===== config.mk =====
export PLATFORM = sky130hd
export DESIGN_NAME = mrbp_ctrl
export DESIGN_NICKNAME = d
export VERILOG_FILES = /design/src/rtl/mrbp_pkg.sv /design/src/rtl/mrbp_ctrl.sv
export SDC_FILE = /design/constraint.sdc
export NUM_CORES = 1
export LEC_CHECK = 0
export ABC_AREA = 1
export BUFFER_PORTS_ARGS = -buffer_cell sky130_fd_sc_hd__buf_2
export CAP_MARGIN = 10
export CORE_MARGIN = 2
export CORE_UTILIZATION = 50
export CTS_CLUSTER_DIAMETER = 50
export DETAILED_ROUTE_END_ITERATION = 16
export HOLD_SLACK_MARGIN = 0.03
export PLACE_DENSITY = 0.76
export SLEW_MARGIN = 20
export SYNTH_ARGS = -nofsm -noshare
export SYNTH_HDL_FRONTEND = slang
export SYNTH_SLANG_ARGS = --single-unit

===== constraint.sdc =====
create_clock -name clk -period 1.45 [get_ports clk]
set_input_delay 0.0725 -clock clk [delete_from_list [all_inputs] [get_ports clk]]
set_output_delay 0.0725 -clock clk [all_outputs]
set_load 0.005 [all_outputs]

===== src/rtl/mrbp_pkg.sv =====
// shared types, command codes and an enclosure helper function for the maxrects packer
// used by the controller, the datapath and the top level
package mrbp_pkg;

  typedef struct packed {
    logic [15:0] x;
    logic [15:0] y;
    logic [15:0] w;
    logic [15:0] h;
  } rect_t;

  typedef enum logic [4:0] {
    CMD_NONE,
    CMD_RESTART,
    CMD_RES_RST,
    CMD_LATCH,
    CMD_SCAN_EX,
    CMD_SPLIT_INIT,
    CMD_GROW_INIT,
    CMD_GROW_EX,
    CMD_GROW_END,
    CMD_RES_FAIL,
    CMD_SPLIT_EX,
    CMD_SPLIT_WR,
    CMD_CMP_INIT,
    CMD_CMP_EX,
    CMD_CMP_END,
    CMD_INC_I,
    CMD_INC_J,
    CMD_PR_ILOAD,
    CMD_RD_J,
    CMD_PR_JEX,
    CMD_RES_OK
  } cmd_t;

  typedef struct packed {
    logic i_lt_cnt;
    logic i_lt_n;
    logic j_lt_cnt;
    logic vi;
    logic vj;
    logic fit;
    logic grow_ok;
    logic wr_last;
  } stat_t;

  localparam logic [1:0] REG_ALLOW_GROWTH    = 2'd0;
  localparam logic [1:0] REG_ALLOW_ROTATIONS = 2'd1;
  localparam logic [1:0] REG_INIT_WIDTH      = 2'd2;
  localparam logic [1:0] REG_INIT_HEIGHT     = 2'd3;

  localparam logic [15:0] RESET_ATLAS_SIDE = 16'd512;

  // a encloses b, edges compared at 17 bits
  function automatic logic encloses(rect_t a, rect_t b);
    logic [16:0] ax1, ay1, bx1, by1;
    ax1 = {1'b0, a.x} + {1'b0, a.w};
    ay1 = {1'b0, a.y} + {1'b0, a.h};
    bx1 = {1'b0, b.x} + {1'b0, b.w};
    by1 = {1'b0, b.y} + {1'b0, b.h};
    return (a.x <= b.x) && (a.y <= b.y) && (ax1 >= bx1) && (ay1 >= by1);
  endfunction

endpackage


===== src/rtl/mrbp_ctrl.sv =====
// sequencer for the maxrects packer: scan, grow, split, compact and prune passes
// depends on mrbp_pkg for the command and status types
module mrbp_ctrl import mrbp_pkg::*; (
  input  logic  clk,
  input  logic  rst_n,
  input  logic  start,
  input  logic  in_operation,
  input  stat_t stat,
  output logic  busy,
  output cmd_t  cmd
);

  typedef enum logic [4:0] {
    S_INIT,
    S_IDLE,
    S_RES_RST,
    S_SCAN_RD,
    S_SCAN_EX,
    S_DECIDE,
    S_GROW_RD,
    S_GROW_EX,
    S_SPLIT_RD,
    S_SPLIT_EX,
    S_SPLIT_WR,
    S_CMP1_RD,
    S_CMP1_EX,
    S_PR_I,
    S_PR_IL,
    S_PR_J,
    S_PR_JEX,
    S_CMP2_RD,
    S_CMP2_EX,
    S_RES_OK
  } state_t;

  state_t state_r, state_nxt;

  always_ff @(posedge clk) begin
    if (!rst_n) begin
      state_r <= S_INIT;
    end else begin
      state_r <= state_nxt;
    end
  end

  assign busy = (state_r != S_IDLE);

  always_comb begin
    state_nxt = state_r;
    cmd       = CMD_NONE;
    case (state_r)
      S_INIT: begin
        cmd       = CMD_RESTART;
        state_nxt = S_IDLE;
      end
      S_IDLE: begin
        if (start) begin
          if (!in_operation) begin
            cmd       = CMD_RESTART;
            state_nxt = S_RES_RST;
          end else begin
            cmd       = CMD_LATCH;
            state_nxt = S_SCAN_RD;
          end
        end
      end
      S_RES_RST: begin
        cmd       = CMD_RES_RST;
        state_nxt = S_IDLE;
      end
      S_SCAN_RD: begin
        state_nxt = stat.i_lt_cnt ? S_SCAN_EX : S_DECIDE;
      end
      S_SCAN_EX: begin
        cmd       = CMD_SCAN_EX;
        state_nxt = S_SCAN_RD;
      end
      S_DECIDE: begin
        if (stat.fit) begin
          cmd       = CMD_SPLIT_INIT;
          state_nxt = S_SPLIT_RD;
        end else if (stat.grow_ok) begin
          cmd       = CMD_GROW_INIT;
          state_nxt = S_GROW_RD;
        end else begin
          cmd       = CMD_RES_FAIL;
          state_nxt = S_IDLE;
        end
      end
      S_GROW_RD: begin
        if (stat.i_lt_n) begin
          state_nxt = S_GROW_EX;
        end else begin
          cmd       = CMD_GROW_END;
          state_nxt = S_SCAN_RD;
        end
      end
      S_GROW_EX: begin
        cmd       = CMD_GROW_EX;
        state_nxt = S_GROW_RD;
      end
      S_SPLIT_RD: begin
        if (stat.i_lt_n) begin
          state_nxt = S_SPLIT_EX;
        end else begin
          cmd       = CMD_CMP_INIT;
          state_nxt = S_CMP1_RD;
        end
      end
      S_SPLIT_EX: begin
        cmd       = CMD_SPLIT_EX;
        state_nxt = S_SPLIT_WR;
      end
      S_SPLIT_WR: begin
        cmd = CMD_SPLIT_WR;
        if (stat.wr_last) begin
          state_nxt = S_SPLIT_RD;
        end
      end
      S_CMP1_RD: begin
        if (stat.i_lt_cnt) begin
          state_nxt = S_CMP1_EX;
        end else begin
          cmd       = CMD_CMP_END;
          state_nxt = S_PR_I;
        end
      end
      S_CMP1_EX: begin
        cmd       = CMD_CMP_EX;
        state_nxt = S_CMP1_RD;
      end
      S_PR_I: begin
        if (!stat.i_lt_cnt) begin
          cmd       = CMD_CMP_INIT;
          state_nxt = S_CMP2_RD;
        end else if (!stat.vi) begin
          cmd = CMD_INC_I;
        end else begin
          state_nxt = S_PR_IL;
        end
      end
      S_PR_IL: begin
        cmd       = CMD_PR_ILOAD;
        state_nxt = S_PR_J;
      end
      S_PR_J: begin
        if (!stat.j_lt_cnt || !stat.vi) begin
          cmd       = CMD_INC_I;
          state_nxt = S_PR_I;
        end else if (!stat.vj) begin
          cmd = CMD_INC_J;
        end else begin
          cmd       = CMD_RD_J;
          state_nxt = S_PR_JEX;
        end
      end
      S_PR_JEX: begin
        cmd       = CMD_PR_JEX;
        state_nxt = S_PR_J;
      end
      S_CMP2_RD: begin
        if (stat.i_lt_cnt) begin
          state_nxt = S_CMP2_EX;
        end else begin
          cmd       = CMD_CMP_END;
          state_nxt = S_RES_OK;
        end
      end
      S_CMP2_EX: begin
        cmd       = CMD_CMP_EX;
        state_nxt = S_CMP2_RD;
      end
      S_RES_OK: begin
        cmd       = CMD_RES_OK;
        state_nxt = S_IDLE;
      end
      default: begin
        state_nxt = S_IDLE;
      end
    endcase
  end

endmodule


Yosys cells after proc, flatten, opt, wreduce, memory -nomap -nowiden
Index checks and enable logic that the tools add are counted.
{"block": "classes", "n_mux": 27, "reduce_logical": 8, "n_eq_ne": 24}
{"op": "5-bit case mux with 17 select lines", "count": 1}
{"op": "5-bit case mux with 16 select lines", "count": 1}
{"op": "5-bit by 4-bit equality test with 1-bit output, second input constant", "count": 8}
{"op": "5-bit 2-to-1 mux", "count": 7}
{"op": "4-bit 2-to-1 mux", "count": 8}
{"op": "5-bit by 3-bit equality test with 1-bit output, second input constant", "count": 4}
{"op": "5-bit equality test, second input constant", "count": 4}
{"op": "5-bit by 2-bit equality test with 1-bit output, second input constant", "count": 2}
{"op": "2-bit 2-to-1 mux", "count": 4}
{"op": "3-bit 2-to-1 mux", "count": 2}
{"op": "3-bit inequality test, second input constant", "count": 2}
{"op": "2-bit OR reduction", "count": 3}
{"op": "5-bit by 1-bit equality test with 1-bit output, second input constant", "count": 1}
{"op": "5-bit zero test", "count": 1}
{"op": "5-bit by 1-bit inequality test with 1-bit output, second input constant", "count": 1}
{"op": "1-bit 2-to-1 mux", "count": 4}
{"op": "2-bit inequality test, second input constant", "count": 2}
{"op": "4-bit AND reduction", "count": 1}
{"op": "1-bit zero test", "count": 2}
{"op": "1-bit logical OR", "count": 1}
{"block": "word_totals", "word_cells": 60, "out_inout_bits": 6, "inputBits": 12, "register_bits": 5}

Logic depth before layout (Yosys ltp)
{"block": "logic_depth", "word_depth": 4, "depth_mapped": 11, "depth_no_buf": 10}

Worst setup path after synthesis
No wires, ideal clock.
{"block": "synth_timing", "path_kind": "reg2reg", "from": "reg state_r[1]", "to": "reg state_r[0]", "period_less_slack_ps": 1290, "stages_incl_launch_ff": 10, "n_path_buf": 1, "setup_ps": 111, "slack_ps": 160, "t_required_ps": 1339, "arrival_ps": 1178, "path_cell_list": "dfxtp_1 -> buf_6 -> nor2_1 -> nand3_1 -> nand2_1 -> nor2_1 -> nand3_1 -> nand2_1 -> nor2_1 -> nor2_1"}
{"block": "synth_between", "elab_chain_cells": 3, "word_cells_on_any_way": 24, "classes_between": "eq/ne: 21; mux: 1; reduce/logical: 2"}
{"item": "start, declared", "line": "mrbp_ctrl.sv:36", "text": "state_t state_r, state_nxt;"}
{"item": "start signal, assigned", "line": "mrbp_ctrl.sv:42", "text": "state_r <= state_nxt;"}
{"item": "5-bit equality test, or another cell as far along", "line": "mrbp_ctrl.sv:51", "text": "case (state_r)"}
{"item": "2-bit OR reduction (no line), or another cell as far along"}
{"item": "5-bit case mux with 16 select lines / 4-bit AND reduction (equally long branches)"}
Several ways; a longest one is shown, not always the timed one.
A chain may end at the register's enable or synchronous reset.

Final worst setup path
{"block": "layout_timing", "from": "reg state_r[0]", "to": "out cmd[1]"}
{"block": "layout_between", "elab_chain_cells": 3, "word_cells_on_any_way": 22, "classes_between": "eq/ne: 18; mux: 1; reduce/logical: 3"}
{"item": "5-bit equality test / 5-bit by 4-bit equality test with 1-bit output (equally long branches)", "line": "mrbp_ctrl.sv:51"}
{"item": "2-bit OR reduction (no line)"}
{"item": "5-bit case mux with 17 select lines *", "line": "mrbp_ctrl.sv:51"}
{"item": "end, declared", "line": "mrbp_ctrl.sv:10", "text": "output cmd_t cmd"}
Mark *: on every way between the ends. The rest lies on a longest branch, timed or not.

==> reports/results.tsv <==
stage	metric	value	unit
timing	fin_ws	-0.230	ns
layout	final_layout_size_suffix_gt1_share	45.4	%
timing	timing.final.crit_period	1.68	ns
run_status	violated_checks	negative setup slack	
timing	timing.final.crit_share	116	%
run_status	result_of_the_run	finished, violations left	
floorplan	core.rowCount	14	
layout	multiInputGateArea	813	um^2
routing	drtAntennaViolNets	0	
worst_setup_path	worstSetupPathType	flip-flop to primary output	
worst_setup_path	timing.critical_path.from_type	flip-flop	
layout	fillerInstances	90	
worst_setup_path	timing.critical_path.slowest_stage_cell	sky130_fd_sc_hd__dfxtp_4	
timing	rsz0062_at_grt	yes	
worst_hold_path	hold_path_class	input port to flip-flop	
grt	grt-ovfl-total	0	
layout	final_core_util	84.4	%
clocking	cts-buffers-inserted	3	
grt	first_global_vias	1153	
timing	finalHoldWorstSlack	0.0568	ns
placement	io_buffer_count	17	
worst_hold_path	min_path_cells	3	
clocking	cts_hold_buf	0	
worst_setup_path	timing.critical_path.required	1.38	ns
worst_setup_path	cpMostUsedCell	sky130_fd_sc_hd__nand4_1	
layout	antennaDiodeCount	0	
timing	fin_worst_skew	0.000180	ns
clocking	clock_tree.root_cell	sky130_fd_sc_hd__clkbuf_4	
clocking	insertion_delay	0.26	ns
power_and_ir_drop	power.density_cell_area	754	nW/um^2
timing	number_of_max_slew_violations_in_the_final_report	0	
routing	drt_first_pass_iters	8	
synthesis	syn-instance-count	169	
power_and_ir_drop	leakage_power_of_the_design	0.718	nW
routing	detail_route.wirelength	4360	um
timing	fmax	0.595	GHz
clocking	cts_num_sinks	5	
floorplan	starting_density	54.6	%
clocking	number_of_buffers_on_the_longest_clock_path	2	
floorplan	die_h	45.0	um
layout	top_register	state_r	
power_and_ir_drop	ir_drop	0.563	mV
grt	antenna_violations_before_repair	0	
layout	area_taken_by_flip_flops_and_latches	119	um^2
routing	vias_per_cell	6.94	
routing	wl_per_cell	19.6	um
grt	grt_first_pass_wirelength	5030	um
timing	final-setup-viol-count	10	
layout	reg_top3	state_r: 5 flops	
placement	pre_cts_slack	-0.0858	ns
layout	most_common_cell_after_layout_fill_and_taps_aside	sky130_fd_sc_hd__nand2_1	
placement	gp_congestion	1.08	
timing	worst_pin_slew	0.307	ns
power_and_ir_drop	total_chip_power	0.000981	W
timing	timing.slew.headroom	79.5	%
floorplan	core_area	1540	um^2
synthesis	synth_area_per_cell	4.98	um^2
worst_setup_path	crit_arrival	1.61	ns
layout	design_area	1300	um^2
layout	layout-area-overhead-vs-synth	54.5	%
synthesis	synth.yosys.seq_area_share	11.9	%
run	timing.max_cap.violations	0	
worst_setup_path	crit_path_cell_trace	inv_4, nor2_4, nand4_1, nor2_1, nor3_2, nand4_1, buf_2	
routing	vias	1547	
synthesis	synth_fp_nets	181	
layout	num-nets-final	220	
routing	route.detailed.drc	0	
synthesis	synth.yosys.warnings	0	
floorplan	dieArea	2030	um^2
worst_setup_path	endpoint_kind	primary output	
layout	largest_reg_flops	5	
floorplan	ios	18	
placement	hpwlAfterDp	2260	um
grt	global_route.usage.total	34.9	%
floorplan	die_width	45.0	um
clocking	clk_pin_slew_worst_paths	0.05	ns
grt	grt_start_max_net_pins	11	
worst_setup_path	r2r_cells	7	
worst_setup_path	worstPathMaxFanout	7	
synthesis	synthDistinctLibCells	17	
layout	commonest_cells_after_routing_fill_and_taps_aside	sky130_fd_sc_hd__nand2_1 (40), sky130_fd_sc_hd__nor2_1 (24), sky130_fd_sc_hd__buf_2 (17), sky130_fd_sc_hd__buf_4 (17), sky130_fd_sc_hd__nand3_1 (16)	
worst_setup_path	reg2reg_setup_slack	-0.13	ns
placement	placement.cell_area	997	um^2
clocking	clock_tree_from_tritoncts	built	
synthesis	synth-seq-cells	5	
timing	final-hold-violation-count	0	
clocking	cts-htree-levels	1	
synthesis	synth_area	842	um^2
worst_setup_path	critical-path-max-stage-delay	0.39	ns
routing	detailedRoute.firstIterationViolations	277	
-- through the flow --
| step | TNS, ns | instances |
|---|---|---|
| floorplan | 0 | 169 |
| global route | -1.40 | 223 |
| finish | -1.23 | 223 |
| global placement | -0.108 | 209 |
| detailed placement | -0.242 | 209 |
| CTS | -0.374 | 216 |
-- critical path, delay by kind of cell, from the launching register on --
| kind | cells | cell delay (ns) |
|---|---|---|
| buffers and inverters | 2 | 0.16 |
| DFF | 1 | 0.39 |
| and+or+nand+nor | 5 | 0.79 |
-- layout make-up --
| cell class | instances | share of cell area, % |
|---|---|---|
| tap | 16 | 1.54 |
| clock buffer | 4 | 2.02 |
| inverter | 19 | 5.87 |
| sequential | 5 | 9.13 |
| multi-input combinational | 142 | 62.5 |
| timing repair buffer | 37 | 18.9 |
-- path summary, 6_finish.rpt --
kind,end,startpoint
setup / recovery,cmd[1],state_r[0]
hold / removal,state_r[0],rst_n
setup reg to reg,state_r[3],state_r[3]
hold reg to reg,state_r[1],state_r[1]
-- what timing repair did --
item | 4_1_cts | 5_1_grt
setup buffers | 3 | 6
resized for setup | 37 | 28
setup endpoints to repair | 9 | 10
pin swaps | 7 | 17
gates cloned | 0 | 1
-- Yosys cell counts --
cell / number / area [um^2]
sky130_fd_sc_hd__buf_2: 2 / 10.0
sky130_fd_sc_hd__nor2_1: 32 / 120
sky130_fd_sc_hd__nand2_2: 1 / 6.26
sky130_fd_sc_hd__nor2_4: 3 / 33.8
sky130_fd_sc_hd__dfxtp_1: 5 / 100
sky130_fd_sc_hd__nand2_1: 52 / 195
sky130_fd_sc_hd__o22ai_1: 1 / 6.26
sky130_fd_sc_hd__or3_1: 1 / 6.26
sky130_fd_sc_hd__a21oi_1: 6 / 30.0
sky130_fd_sc_hd__o21ai_0: 3 / 15.0
sky130_fd_sc_hd__nor3_1: 6 / 30.0
sky130_fd_sc_hd__inv_1: 18 / 67.6
sky130_fd_sc_hd__nand3_1: 24 / 120
sky130_fd_sc_hd__buf_6: 2 / 22.5
sky130_fd_sc_hd__nor2_2: 3 / 18.8
sky130_fd_sc_hd__inv_2: 1 / 3.75
sky130_fd_sc_hd__nand4_1: 9 / 56.3
-- power by group --
| part | switching [W] | leakage (nW) | internal (W) |
|---|---|---|---|
| logic | 0.000361 | 0.659 | 0.000237 |
| clock network | 0.0000734 | 0.0150 | 0.000105 |
| registers | 0.0000462 | 0.0444 | 0.000158 |
-- routing by layer --
| metal | share of wire (%) | wire [um] | up-vias | GRT usage [%] |
|---|---|---|---|---|
| met5 | 0 | 0 | - | 0 |
| met3 | 17 | 724 | 69 | 10.8 |
| li1 | - | - | 631 | - |
| met4 | 11 | 465 | 0 | 18.8 |
| met1 | 32 | 1410 | 671 | 43.0 |
| met2 | 40 | 1760 | 176 | 54.0 |
-- logic make-up after synthesis --
kind of cell	synth area share, %
flip-flops	11.9
AND/OR/NAND/NOR	69.7
AO/OA/AOI/OAI	6.09
buffers and inverters	12.3
No activity file was read; power rests on OpenSTA's default activity.
